--- src/hw/rtl/mm3_pkg.sv ---
// Shared constants, types and state encodings for the 3x3 integer matrix multiplier.
`default_nettype none

package mm3_pkg;

    localparam int DIM_DEFAULT = 3;
    localparam int ELEM_W      = 16;
    localparam int MUL_W       = 2 * ELEM_W;
    localparam int PROD_W      = 33;

    typedef struct packed {
        logic vld;
        logic bank;
    } tok_t;

    typedef enum logic [1:0] {
        BK_IDLE,
        BK_ISSUE,
        BK_WAIT
    } back_state_t;

endpackage

`default_nettype wire

--- src/hw/rtl/mm3_ram.sv ---
// Generic single-write, single-read RAM with a registered read port.
`default_nettype none

module mm3_ram #(
    parameter int WIDTH = 16,
    parameter int DEPTH = 32
) (
    input  wire logic                     clk,
    input  wire logic                     we,
    input  wire logic [$clog2(DEPTH)-1:0] wr_addr,
    input  wire logic [WIDTH-1:0]         wr_data,
    input  wire logic [$clog2(DEPTH)-1:0] rd_addr,
    output logic      [WIDTH-1:0]         rd_data
);

    logic [WIDTH-1:0] mem [DEPTH];
    logic [WIDTH-1:0] rd_data_reg;

    always_ff @(posedge clk)
    begin
        if (we)
        begin
            mem[wr_addr] <= wr_data;
        end
        rd_data_reg <= mem[rd_addr];
    end

    assign rd_data = rd_data_reg;

endmodule

`default_nettype wire

--- src/hw/rtl/mm3_queue.sv ---
// Two-entry queue of run tokens between the load front end and the compute back end.
`default_nettype none

module mm3_queue (
    input  wire logic        clk,
    input  wire logic        rst_n,
    input  wire mm3_pkg::tok_t push,
    input  wire logic        pop,
    output mm3_pkg::tok_t    head,
    output logic             full
);

    import mm3_pkg::*;

    logic       ent_reg [2];
    logic       wr_ptr_reg;
    logic       wr_ptr_next;
    logic       rd_ptr_reg;
    logic       rd_ptr_next;
    logic [1:0] cnt_reg;
    logic [1:0] cnt_next;
    logic       do_push;
    logic       do_pop;

    assign do_push = push.vld && (cnt_reg != 2'd2);
    assign do_pop  = pop && (cnt_reg != 2'd0);

    always_comb
    begin
        wr_ptr_next = do_push ? ~wr_ptr_reg : wr_ptr_reg;
        rd_ptr_next = do_pop ? ~rd_ptr_reg : rd_ptr_reg;
        cnt_next    = cnt_reg;
        if (do_push && !do_pop)
        begin
            cnt_next = cnt_reg + 2'd1;
        end
        else if (do_pop && !do_push)
        begin
            cnt_next = cnt_reg - 2'd1;
        end
    end

    always_ff @(posedge clk or negedge rst_n)
    begin
        if (!rst_n)
        begin
            wr_ptr_reg <= 1'b0;
            rd_ptr_reg <= 1'b0;
            cnt_reg    <= 2'd0;
        end
        else
        begin
            wr_ptr_reg <= wr_ptr_next;
            rd_ptr_reg <= rd_ptr_next;
            cnt_reg    <= cnt_next;
        end
    end

    always_ff @(posedge clk)
    begin
        if (do_push)
        begin
            ent_reg[wr_ptr_reg] <= push.bank;
        end
    end

    assign head.vld  = (cnt_reg != 2'd0);
    assign head.bank = ent_reg[rd_ptr_reg];
    assign full      = (cnt_reg == 2'd2);

endmodule

`default_nettype wire

--- src/hw/rtl/mm3_front.sv ---
// Load front end: takes matrix elements, writes them into the current bank and closes each run.
`default_nettype none

module mm3_front #(
    parameter int DIM = mm3_pkg::DIM_DEFAULT,
    parameter int IDX_W = $clog2(DIM * DIM)
) (
    input  wire logic                        clk,
    input  wire logic                        rst_n,
    input  wire logic                        element_valid,
    output logic                             element_stall,
    input  wire logic [mm3_pkg::ELEM_W-1:0]  element,
    input  wire logic                        q_full,
    output mm3_pkg::tok_t                    push,
    output logic                             a_we,
    output logic                             b_we,
    output logic [IDX_W:0]                   wr_addr,
    output logic [mm3_pkg::ELEM_W-1:0]       wr_data
);

    import mm3_pkg::*;

    localparam int CELLS = DIM * DIM;
    localparam int CNT_W = $clog2(2 * CELLS);

    logic [CNT_W-1:0] cnt_reg;
    logic [CNT_W-1:0] cnt_next;
    logic             bank_reg;
    logic             bank_next;
    logic             accept;
    logic             in_left;
    logic             final_load;
    logic [CNT_W-1:0] b_off;

    // A run may only start filling a bank once the back end has released it.
    assign element_stall = q_full;
    assign accept        = element_valid && !q_full;
    assign in_left       = (cnt_reg < CNT_W'(CELLS));
    assign final_load    = (cnt_reg == CNT_W'(2 * CELLS - 1));
    assign b_off         = cnt_reg - CNT_W'(CELLS);

    always_comb
    begin
        cnt_next  = cnt_reg;
        bank_next = bank_reg;
        if (accept)
        begin
            if (final_load)
            begin
                cnt_next  = '0;
                bank_next = ~bank_reg;
            end
            else
            begin
                cnt_next = cnt_reg + CNT_W'(1);
            end
        end
    end

    always_ff @(posedge clk or negedge rst_n)
    begin
        if (!rst_n)
        begin
            cnt_reg  <= '0;
            bank_reg <= 1'b0;
        end
        else
        begin
            cnt_reg  <= cnt_next;
            bank_reg <= bank_next;
        end
    end

    assign a_we      = accept && in_left;
    assign b_we      = accept && !in_left;
    assign wr_addr   = in_left ? {bank_reg, cnt_reg[IDX_W-1:0]} : {bank_reg, b_off[IDX_W-1:0]};
    assign wr_data   = element;
    assign push.vld  = accept && final_load;
    assign push.bank = bank_reg;

endmodule

`default_nettype wire

--- src/hw/rtl/mm3_back.sv ---
// Compute back end: multiply-accumulate over the stored matrices and output register.
`default_nettype none

module mm3_back #(
    parameter int DIM = mm3_pkg::DIM_DEFAULT,
    parameter int IDX_W = $clog2(DIM * DIM)
) (
    input  wire logic                         clk,
    input  wire logic                         rst_n,
    input  wire mm3_pkg::tok_t                q_head,
    output logic                              q_pop,
    output logic [IDX_W:0]                    a_rd_addr,
    output logic [IDX_W:0]                    b_rd_addr,
    input  wire logic [mm3_pkg::ELEM_W-1:0]   a_rd_data,
    input  wire logic [mm3_pkg::ELEM_W-1:0]   b_rd_data,
    output logic                              result_valid,
    input  wire logic                         result_stall,
    output logic [mm3_pkg::PROD_W-1:0]        product,
    output logic                              last
);

    import mm3_pkg::*;

    localparam int RC_W = $clog2(DIM);

    back_state_t state_reg;
    back_state_t state_next;

    logic [RC_W-1:0] row_reg;
    logic [RC_W-1:0] row_next;
    logic [RC_W-1:0] col_reg;
    logic [RC_W-1:0] col_next;
    logic [RC_W-1:0] k_reg;
    logic [RC_W-1:0] k_next;

    logic issue;
    logic k_end;
    logic elem_end;
    logic load_out;

    logic rd_vld_reg;
    logic rd_first_reg;
    logic rd_lastk_reg;
    logic mul_vld_reg;
    logic mul_first_reg;
    logic mul_lastk_reg;
    logic sum_rdy_reg;
    logic sum_rdy_next;
    logic out_vld_reg;
    logic out_vld_next;

    logic signed [MUL_W-1:0]  mul_next;
    logic signed [MUL_W-1:0]  mul_reg;
    logic        [PROD_W-1:0] mul_ext;
    logic        [PROD_W-1:0] acc_reg;
    logic        [PROD_W-1:0] product_reg;
    logic                     last_reg;

    assign k_end    = (k_reg == RC_W'(DIM - 1));
    assign elem_end = (row_reg == RC_W'(DIM - 1)) && (col_reg == RC_W'(DIM - 1));
    assign issue    = (state_reg == BK_ISSUE);
    assign load_out = (state_reg == BK_WAIT) && sum_rdy_reg && (!out_vld_reg || !result_stall);

    assign a_rd_addr = {q_head.bank,
                        IDX_W'(row_reg) * IDX_W'(DIM) + IDX_W'(k_reg)};
    assign b_rd_addr = {q_head.bank,
                        IDX_W'(k_reg) * IDX_W'(DIM) + IDX_W'(col_reg)};

    always_comb
    begin
        state_next = state_reg;
        row_next   = row_reg;
        col_next   = col_reg;
        k_next     = k_reg;
        q_pop      = 1'b0;
        case (state_reg)
            BK_IDLE:
            begin
                if (q_head.vld)
                begin
                    row_next   = '0;
                    col_next   = '0;
                    k_next     = '0;
                    state_next = BK_ISSUE;
                end
            end
            BK_ISSUE:
            begin
                if (k_end)
                begin
                    k_next     = '0;
                    state_next = BK_WAIT;
                end
                else
                begin
                    k_next = k_reg + RC_W'(1);
                end
            end
            BK_WAIT:
            begin
                if (load_out)
                begin
                    if (elem_end)
                    begin
                        q_pop      = 1'b1;
                        state_next = BK_IDLE;
                    end
                    else
                    begin
                        state_next = BK_ISSUE;
                        if (col_reg == RC_W'(DIM - 1))
                        begin
                            col_next = '0;
                            row_next = row_reg + RC_W'(1);
                        end
                        else
                        begin
                            col_next = col_reg + RC_W'(1);
                        end
                    end
                end
            end
            default:
            begin
                state_next = BK_IDLE;
            end
        endcase
    end

    always_comb
    begin
        sum_rdy_next = sum_rdy_reg;
        if (mul_vld_reg && mul_lastk_reg)
        begin
            sum_rdy_next = 1'b1;
        end
        else if (load_out)
        begin
            sum_rdy_next = 1'b0;
        end
        out_vld_next = load_out || (out_vld_reg && result_stall);
    end

    assign mul_next = $signed(a_rd_data) * $signed(b_rd_data);
    assign mul_ext  = {{(PROD_W - MUL_W){mul_reg[MUL_W-1]}}, mul_reg};

    always_ff @(posedge clk or negedge rst_n)
    begin
        if (!rst_n)
        begin
            state_reg     <= BK_IDLE;
            row_reg       <= '0;
            col_reg       <= '0;
            k_reg         <= '0;
            rd_vld_reg    <= 1'b0;
            rd_first_reg  <= 1'b0;
            rd_lastk_reg  <= 1'b0;
            mul_vld_reg   <= 1'b0;
            mul_first_reg <= 1'b0;
            mul_lastk_reg <= 1'b0;
            sum_rdy_reg   <= 1'b0;
            out_vld_reg   <= 1'b0;
        end
        else
        begin
            state_reg     <= state_next;
            row_reg       <= row_next;
            col_reg       <= col_next;
            k_reg         <= k_next;
            rd_vld_reg    <= issue;
            rd_first_reg  <= issue && (k_reg == '0);
            rd_lastk_reg  <= issue && k_end;
            mul_vld_reg   <= rd_vld_reg;
            mul_first_reg <= rd_first_reg;
            mul_lastk_reg <= rd_lastk_reg;
            sum_rdy_reg   <= sum_rdy_next;
            out_vld_reg   <= out_vld_next;
        end
    end

    always_ff @(posedge clk)
    begin
        mul_reg <= mul_next;
        if (mul_vld_reg)
        begin
            acc_reg <= mul_first_reg ? mul_ext : acc_reg + mul_ext;
        end
        if (load_out)
        begin
            product_reg <= acc_reg;
            last_reg    <= elem_end;
        end
    end

    assign result_valid = out_vld_reg;
    assign product      = product_reg;
    assign last         = last_reg;

endmodule

`default_nettype wire

--- src/hw/rtl/matrix_multiply_3x3.sv ---
// Top level of the DIM by DIM signed integer matrix multiplier.
`default_nettype none

// The block takes signed 16-bit elements one per transfer: first the DIM*DIM
// elements of the left matrix, then the DIM*DIM elements of the right matrix,
// each in row-major order. After the last right-matrix element it delivers the
// DIM*DIM elements of the product in row-major order, 33 bits signed, with
// last high on the bottom-right element. Loading runs at one element per cycle
// into one of two banks of the operand memories, so the next pair of matrices
// can be loaded while the previous product is still being computed; the input
// stalls only when both banks hold runs that the compute side has not finished.
// The compute side has a single 16 by 16 multiplier and one read port on each
// operand memory, so it forms the product elements one after another: the DIM
// terms of each are read, multiplied and summed, and the sum is then handed to
// the output register. A stalled output holds the compute side once the next
// element is ready. The operand memories need no clearing after reset.

module matrix_multiply_3x3 #(
    parameter int DIM = mm3_pkg::DIM_DEFAULT
) (
    input  wire logic                        clk,
    input  wire logic                        rst_n,
    input  wire logic                        element_valid,
    output logic                             element_stall,
    input  wire logic [mm3_pkg::ELEM_W-1:0]  element,
    output logic                             result_valid,
    input  wire logic                        result_stall,
    output logic [mm3_pkg::PROD_W-1:0]       product,
    output logic                             last
);

    import mm3_pkg::*;

    // Each memory holds two banks of 2^IDX_W entries (DIM*DIM used), addressed as {bank, index}.
    localparam int IDX_W = $clog2(DIM * DIM);
    localparam int DEPTH = 2 << IDX_W;

    tok_t             push;
    tok_t             q_head;
    logic             q_full;
    logic             q_pop;
    logic             a_we;
    logic             b_we;
    logic [IDX_W:0]   wr_addr;
    logic [ELEM_W-1:0] wr_data;
    logic [IDX_W:0]   a_rd_addr;
    logic [IDX_W:0]   b_rd_addr;
    logic [ELEM_W-1:0] a_rd_data;
    logic [ELEM_W-1:0] b_rd_data;

    // The front end writes elements and closes a run with a token naming its bank.
    mm3_front #(
        .DIM   (DIM),
        .IDX_W (IDX_W)
    ) u_front (
        .clk           (clk),
        .rst_n         (rst_n),
        .element_valid (element_valid),
        .element_stall (element_stall),
        .element       (element),
        .q_full        (q_full),
        .push          (push),
        .a_we          (a_we),
        .b_we          (b_we),
        .wr_addr       (wr_addr),
        .wr_data       (wr_data)
    );

    // The token stays at the head of the queue until its bank has been read in full.
    mm3_queue u_queue (
        .clk   (clk),
        .rst_n (rst_n),
        .push  (push),
        .pop   (q_pop),
        .head  (q_head),
        .full  (q_full)
    );

    mm3_ram #(
        .WIDTH (ELEM_W),
        .DEPTH (DEPTH)
    ) u_left_ram (
        .clk     (clk),
        .we      (a_we),
        .wr_addr (wr_addr),
        .wr_data (wr_data),
        .rd_addr (a_rd_addr),
        .rd_data (a_rd_data)
    );

    mm3_ram #(
        .WIDTH (ELEM_W),
        .DEPTH (DEPTH)
    ) u_right_ram (
        .clk     (clk),
        .we      (b_we),
        .wr_addr (wr_addr),
        .wr_data (wr_data),
        .rd_addr (b_rd_addr),
        .rd_data (b_rd_data)
    );

    // The back end walks rows, columns and inner index, one product term a cycle in BK_ISSUE.
    mm3_back #(
        .DIM   (DIM),
        .IDX_W (IDX_W)
    ) u_back (
        .clk          (clk),
        .rst_n        (rst_n),
        .q_head       (q_head),
        .q_pop        (q_pop),
        .a_rd_addr    (a_rd_addr),
        .b_rd_addr    (b_rd_addr),
        .a_rd_data    (a_rd_data),
        .b_rd_data    (b_rd_data),
        .result_valid (result_valid),
        .result_stall (result_stall),
        .product      (product),
        .last         (last)
    );

endmodule

`default_nettype wire

--- config.mk ---
export PLATFORM = sky130hd
export DESIGN_NAME = matrix_multiply_3x3
export DESIGN_NICKNAME = d
export VERILOG_FILES = /design/src/hw/rtl/mm3_pkg.sv /design/src/hw/rtl/mm3_ram.sv /design/src/hw/rtl/mm3_queue.sv /design/src/hw/rtl/mm3_front.sv /design/src/hw/rtl/mm3_back.sv /design/src/hw/rtl/matrix_multiply_3x3.sv
export SDC_FILE = /design/constraint.sdc
export NUM_CORES = 2
export LEC_CHECK = 0
export BUFFER_PORTS_ARGS = -buffer_cell sky130_fd_sc_hd__buf_2
export CORE_UTILIZATION = 50
export DETAILED_ROUTE_END_ITERATION = 10
export PLACE_DENSITY = 0.65
export SETUP_SLACK_MARGIN = 0.05
export SLEW_MARGIN = 40
export SYNTH_ARGS = -nofsm -noshare
export SYNTH_HDL_FRONTEND = slang
export SYNTH_HIERARCHICAL = 1
export SYNTH_SLANG_ARGS = --single-unit
export TNS_END_PERCENT = 5
--- constraint.sdc ---
create_clock -name clk -period 11.8 [get_ports clk]
set_input_delay 1.18 -clock clk [delete_from_list [all_inputs] [get_ports clk]]
set_output_delay 1.18 -clock clk [all_outputs]
set_load 0.02 [all_outputs]
Yosys cells after proc, flatten, opt, wreduce, memory -nomap -nowiden
Memories as Yosys holds them, arrays and structs flattened. A register that Yosys moved wholly into a read port is not among the register bits.
Index checks and enable logic that the tools add are counted.
- RAM bits: 1026
- word-level logic and storage cells: 121
- ROM bits: 0
- output and inout bits: 36
- memories kept: 3
- register bits after elaboration: 125
- input port bits: 20
- latch bits: 0
- bitwise logic cells: 3
- $lt $le $gt $ge: 1
- div/mod/pow operators: 0
- equality and inequality tests: 13
- shift operators: 0
- $add $sub $neg: 10
- multiplexer cells: 32
- reductions and logical operators: 35
- multipliers: 3
- memory list (memory ; words ; width ; read ports ; clocked after memory_dff ; wr ports ; RTL line ; source):
    u_left_ram.mem ; 32 ; 16 ; 1 ; 1 ; 1 ; mm3_ram.sv:16 ; logic [WIDTH-1:0] mem [DEPTH];
    u_right_ram.mem ; 32 ; 16 ; 1 ; 1 ; 1 ; mm3_ram.sv:16 ;
    u_queue.ent_reg ; 2 ; 1 ; 1 ; 0 ; 1 ; mm3_queue.sv:15 ; logic ent_reg [2];
- operators with widths (operator ; number):
    33-bit adder ; 1
    33-bit two-way mux ; 1
    16-bit by 16-bit multiplier with 32-bit output ; 1
    2-bit two-way mux ; 13
    1-bit logical AND ; 15
    1-bit two-way mux ; 12
    2-bit case mux with 2 select lines ; 3
    2-bit equality test (second input constant) ; 5
    2-bit inequality test (second input constant) ; 5
    2-bit nonzero test ; 5
    2-bit by 1-bit adder with 2-bit output (second input constant) ; 4
    4-bit by 2-bit adder with 4-bit output ; 2
    2-bit by 2-bit multiplier with 4-bit output (second input constant) ; 2
    1-bit logical NOT ; 6
    2-bit case mux with 3 select lines ; 1
    5-bit by 1-bit adder with 5-bit output (second input constant) ; 1
    5-bit equality test (second input constant) ; 1
    5-bit by 4-bit less-than comparator with 1-bit output (second input constant) ; 1
    5-bit two-way mux ; 1
    5-bit AND reduction ; 1
    2-bit logical NOT ; 2
    4-bit two-way mux ; 1
    2-bit AND reduction ; 2
    4-bit AND reduction ; 1
    7 further kinds ; 10

Depth between registers and ports, before layout
- depth in word-level cells: 9
- depth in mapped cells: 23
- mapped depth without buffers: 22

Cells and area by module
The synthesis kept the hierarchy.
- modules (own cells, without submodules) (module ; area an instance (um^2) ; sequential area each (um^2) ; instances ; cells an instance):
    mm3_ram ; 20535.9 ; 15695.1 ; 2 ; 1143
    mm3_back ; 15384.8 ; 3052.9 ; 1 ; 1580
    mm3_front ; 564.3 ; 150.1 ; 1 ; 65
    mm3_queue ; 279.0 ; 160.2 ; 1 ; 22

Least setup slack after synthesis
OpenSTA, ideal clock, no wires.
- path type: register to register
- from: reg u_left_ram.rd_data_reg[15], in the netlist u_left_ram/rd_data[15], read port of u_left_ram.mem
- to: reg u_back.mul_reg[31]
- required time: 11.728 ns
- arrival: 6.042 ns
- cell stages (with the launch flop): 21
- slack: 5.685 ns
- library setup time: 0.072 ns
- path buffers: 1
- path through: dfxtp_1 > clkbuf_1 > nand2_1 > inv_1 > fa_1 > fa_1 > fa_1 > fa_1 > fa_1 > inv_1 > fa_1 > inv_1 > ha_1 > a21o_1 > a21o_1 > a221oi_1 > a2bb2oi_1 > o211ai_1 > a31o_2 > a21oi_1 > xnor2_1
- longest elaborated chain between the ends: 1
- ends and longest elaborated chain (item ; RTL line ; source):
    from (decl) ; mm3_ram.sv:17 ; logic [WIDTH-1:0] rd_data_reg;
    16-bit by 16-bit multiplier with 32-bit output ; mm3_back.sv:144 ; assign mul_next = $signed(a_rd_data) * $signed(b_rd_data);
    via u_back.mul_next[31] ; mm3_back.sv:52 ; logic signed [MUL_W-1:0] mul_next;
    to (signal assigned) ; mm3_back.sv:183 ; mul_reg <= mul_next;
    to (decl) ; mm3_back.sv:53 ; logic signed [MUL_W-1:0] mul_reg;
The timed path passes the listed nets, and every way through them passes these cells.
A chain may end at the register's enable or synchronous reset.

Worst setup path in the final report
- from: reg u_right_ram.rd_data_reg[1], in the netlist u_right_ram/rd_data[1], read port of u_right_ram.mem
- to: reg u_back.mul_reg[31]
- longest elaborated chain between the ends: 1
- ends and longest elaborated chain (item ; RTL line):
    from (decl) ; mm3_ram.sv:17
    16-bit by 16-bit multiplier with 32-bit output ; mm3_back.sv:144
    via u_back.mul_next[31] ; mm3_back.sv:52
The timed path passes the listed nets, and every way through them passes these cells.

==> qor.yml <==
fin_worst_skew_ns: 0.03422
viasPerCell: 5.659
yosys_warnings: 6
dr.pass1.iters: 5
async_reset_ff_share_pct: 2.198
core-area_mm2: 0.1131
synth_edf_count: 1093
grt_usage_pct: 22.04
crit_arrival_ns: 7.30
h-tree-depth: 3
fmax_mhz: 150.1
dieArea_mm2: 0.1160
via_count: 31900
post-route-util_pct: 55.63
row_count: 123
syn_area_per_cell_um2: 14.50
ctsHoldBuffers: 0
route.detailed.drc: 0
finalSetupViolations: 0
cts_tree: "done"
path_class: "register to register"
grt_pass1_vias: 32540
insertion_delay_ns: 0.73
synthesis.area_mm2: 0.05730
antennaDiodeCount: 0
die_y_um: 340.5
instances_no_fill: 5637
hpwl_um: 77680
routabilityCongestion: 0.8531
cap_violations: 0
critPathMaxFanout: 16
drt_iter0_drc: 2583
numCtsBuffers: 119
nets: 4446
wirelength_um: 127400
grt_max_degree: 80
netlist-cell-type-count: 73
slew_headroom_pct: 42.79
critPathRequiredTime_ns: 12.44
drive_above_1_share_pct: 9.089
critPathCaptureType: "register"
post_drt_wl_per_cell_um: 22.60
postCtsSetupRepairBufs: 0
synthToLayoutAreaGrowth_pct: 9.809
synthCells: 3953
cts_root_buffer: "clkbuf_16"
rsz0062_at_grt: "no"
status: "completed"
top_regs: "u_left_ram/mem (512), u_right_ram/mem (512)"
ant_nets: 0
period_share_pct: 56.47
place_inst: 5411
ys_ff_latch: 1183
yosysSeqAreaShare_pct: 60.65
worstHoldPathType: "register to register"
worst_slack_ns: 5.137
maxSlewViolCount: 0
post-route-min-period_ns: 6.663
cts_resized: 0
finalHoldViolCount: 0
start_kind: "register"
die_w_um: 340.5
grt_first_pass_wirelength_um: 194300
clock_path_buffers: 3
fin_tns_setup_ns: 0
tightest_slew_ns: 0.8581
overflow: 0
initial_core_util_pct: 50.66
clock-sinks: 1183
grt_antenna_before_repair: 2
synth_flop_cell: "edfxtp_1"
pre_cts_ws_ns: 5.159
syn_nets: 4366
io_buffers: 55
pin_count: 56
clk_pin_slew_ns: 0.06
==> synthesized netlist by cell type (all sizes together) (9+ instances only) <==
cell / instances / area [um^2]
a211oi: 9 / 67.56
a21o: 20 / 150.1
a21oi: 118 / 601.8
a22o: 66 / 578.1
a22oi: 129 / 968.4
a31oi: 37 / 231.5
and2: 135 / 844.6
buf: 135 / 1172
clkbuf: 68 / 255.2
dfrtp: 26 / 650.6
dfxtp: 64 / 1281
edfxtp: 1093 / 32820
fa: 267 / 5345
ha: 126 / 1577
inv: 335 / 1257
mux2i: 514 / 5145
nand2: 238 / 900.9
nand2b: 19 / 118.9
nand3: 85 / 425.4
nand3b: 15 / 112.6
nand4: 39 / 244.0
nor2: 122 / 473.0
nor2b: 14 / 87.58
nor3: 43 / 215.2
o21a: 15 / 112.6
o21ai: 62 / 314.0
xnor2: 41 / 359.1
xor2: 22 / 192.7
==> layout by cell type, fill, tap and decap left out, types with 20 or more instances in the layout <==
cell type  instances
inv_1            333
edfxtp_1        1093
clkinv_2          24
buf_4             88
a22o_1            66
nand2_1          237
and2_1           133
a22oi_1          129
nand4_1           39
a31oi_1           37
clkbuf_16        120
fa_1             267
mux2i_1          514
nor3_1            43
ha_1             124
xnor2_1           41
a21oi_1          117
buf_2             55
dfrtp_1           24
nand3_1           85
dfxtp_1           64
o21ai_0           56
nor2_1           117
clkbuf_1          36
a21o_1            20
xor2_1            22
==> worst max-delay path, cell delays in order (launching register included) <==
cell       delay (ns)
dfxtp_1          0.67
nand2_1          0.19
inv_1            0.15
fa_1             0.54
fa_1             0.86
fa_1             0.53
fa_1             0.50
fa_1             0.49
inv_1            0.05
fa_1             0.47
inv_1            0.04
ha_1             0.35
a21o_1           0.23
a21o_1           0.17
a221oi_1         0.34
a2bb2oi_1        0.26
o211ai_1         0.17
a31o_2           0.27
a21oi_1          0.16
xnor2_1          0.13
==> metrics by stage <==
stage / instance area [um^2] / hold slack (ns)
after floorplan: 57300 / 0.3312
after global placement: 58860 / 0.3333
after detailed placement: 59070 / 0.3396
after CTS: 62890 / 0.3536
after global routing: 62920 / 0.3630
final: 62920 / 0.3533
==> metal layers <==
layer / up-vias / share of wire (%) / GRT usage [%]
met5: - / 0.0063 / 0
met2: 971 / 48 / 36.14
met3: 141 / 6.2 / 3.275
li1: 14520 / - / -
met4: 2 / 1.8 / 5.549
met1: 16270 / 44 / 30.98
==> logic make-up after synthesis <==
family,count (synthesis),synth area share (%)
compound gates,507,6.049
mux,518,9.058
buf+inv,538,4.686
flops,1183,60.65
fa+ha+maj,393,12.08
xor+xnor,63,0.9630
simple gates,751,6.514
==> area by class of cell <==
class	count	area, um^2
tap	1500	1877
timing repair buffer	162	1260
fill	9061	50190
clock inverter	62	590.6
multi-input combinational	2232	19940
sequential	1183	34760
clock buffer	163	3234
inverter	335	1260
==> worst paths after layout <==
path                                                start                        endpoint  slack (ns)  depth (start not counted)
max                        u_right_ram/rd_data[1]$_DFF_P_      u_back/mul_reg[31]$_DFF_P_        5.14                         19
min                         u_back/rd_lastk_reg$_DFF_PN0_  u_back/mul_lastk_reg$_DFF_PN0_        0.35                          0
max reg2reg                u_right_ram/rd_data[1]$_DFF_P_      u_back/mul_reg[31]$_DFF_P_        5.14                         19
min reg2reg                 u_back/rd_lastk_reg$_DFF_PN0_  u_back/mul_lastk_reg$_DFF_PN0_        0.35                          0
max in group asynchronous                           rst_n    u_back/mul_vld_reg$_DFF_PN0_       10.88                          1
min in group asynchronous                           rst_n   u_back/col_reg[0]$_DFFE_PN0P_        0.45                          1
Power is not shown: default switching activity piles up to over one toggle a cycle in this logic, so the estimate is an artifact.
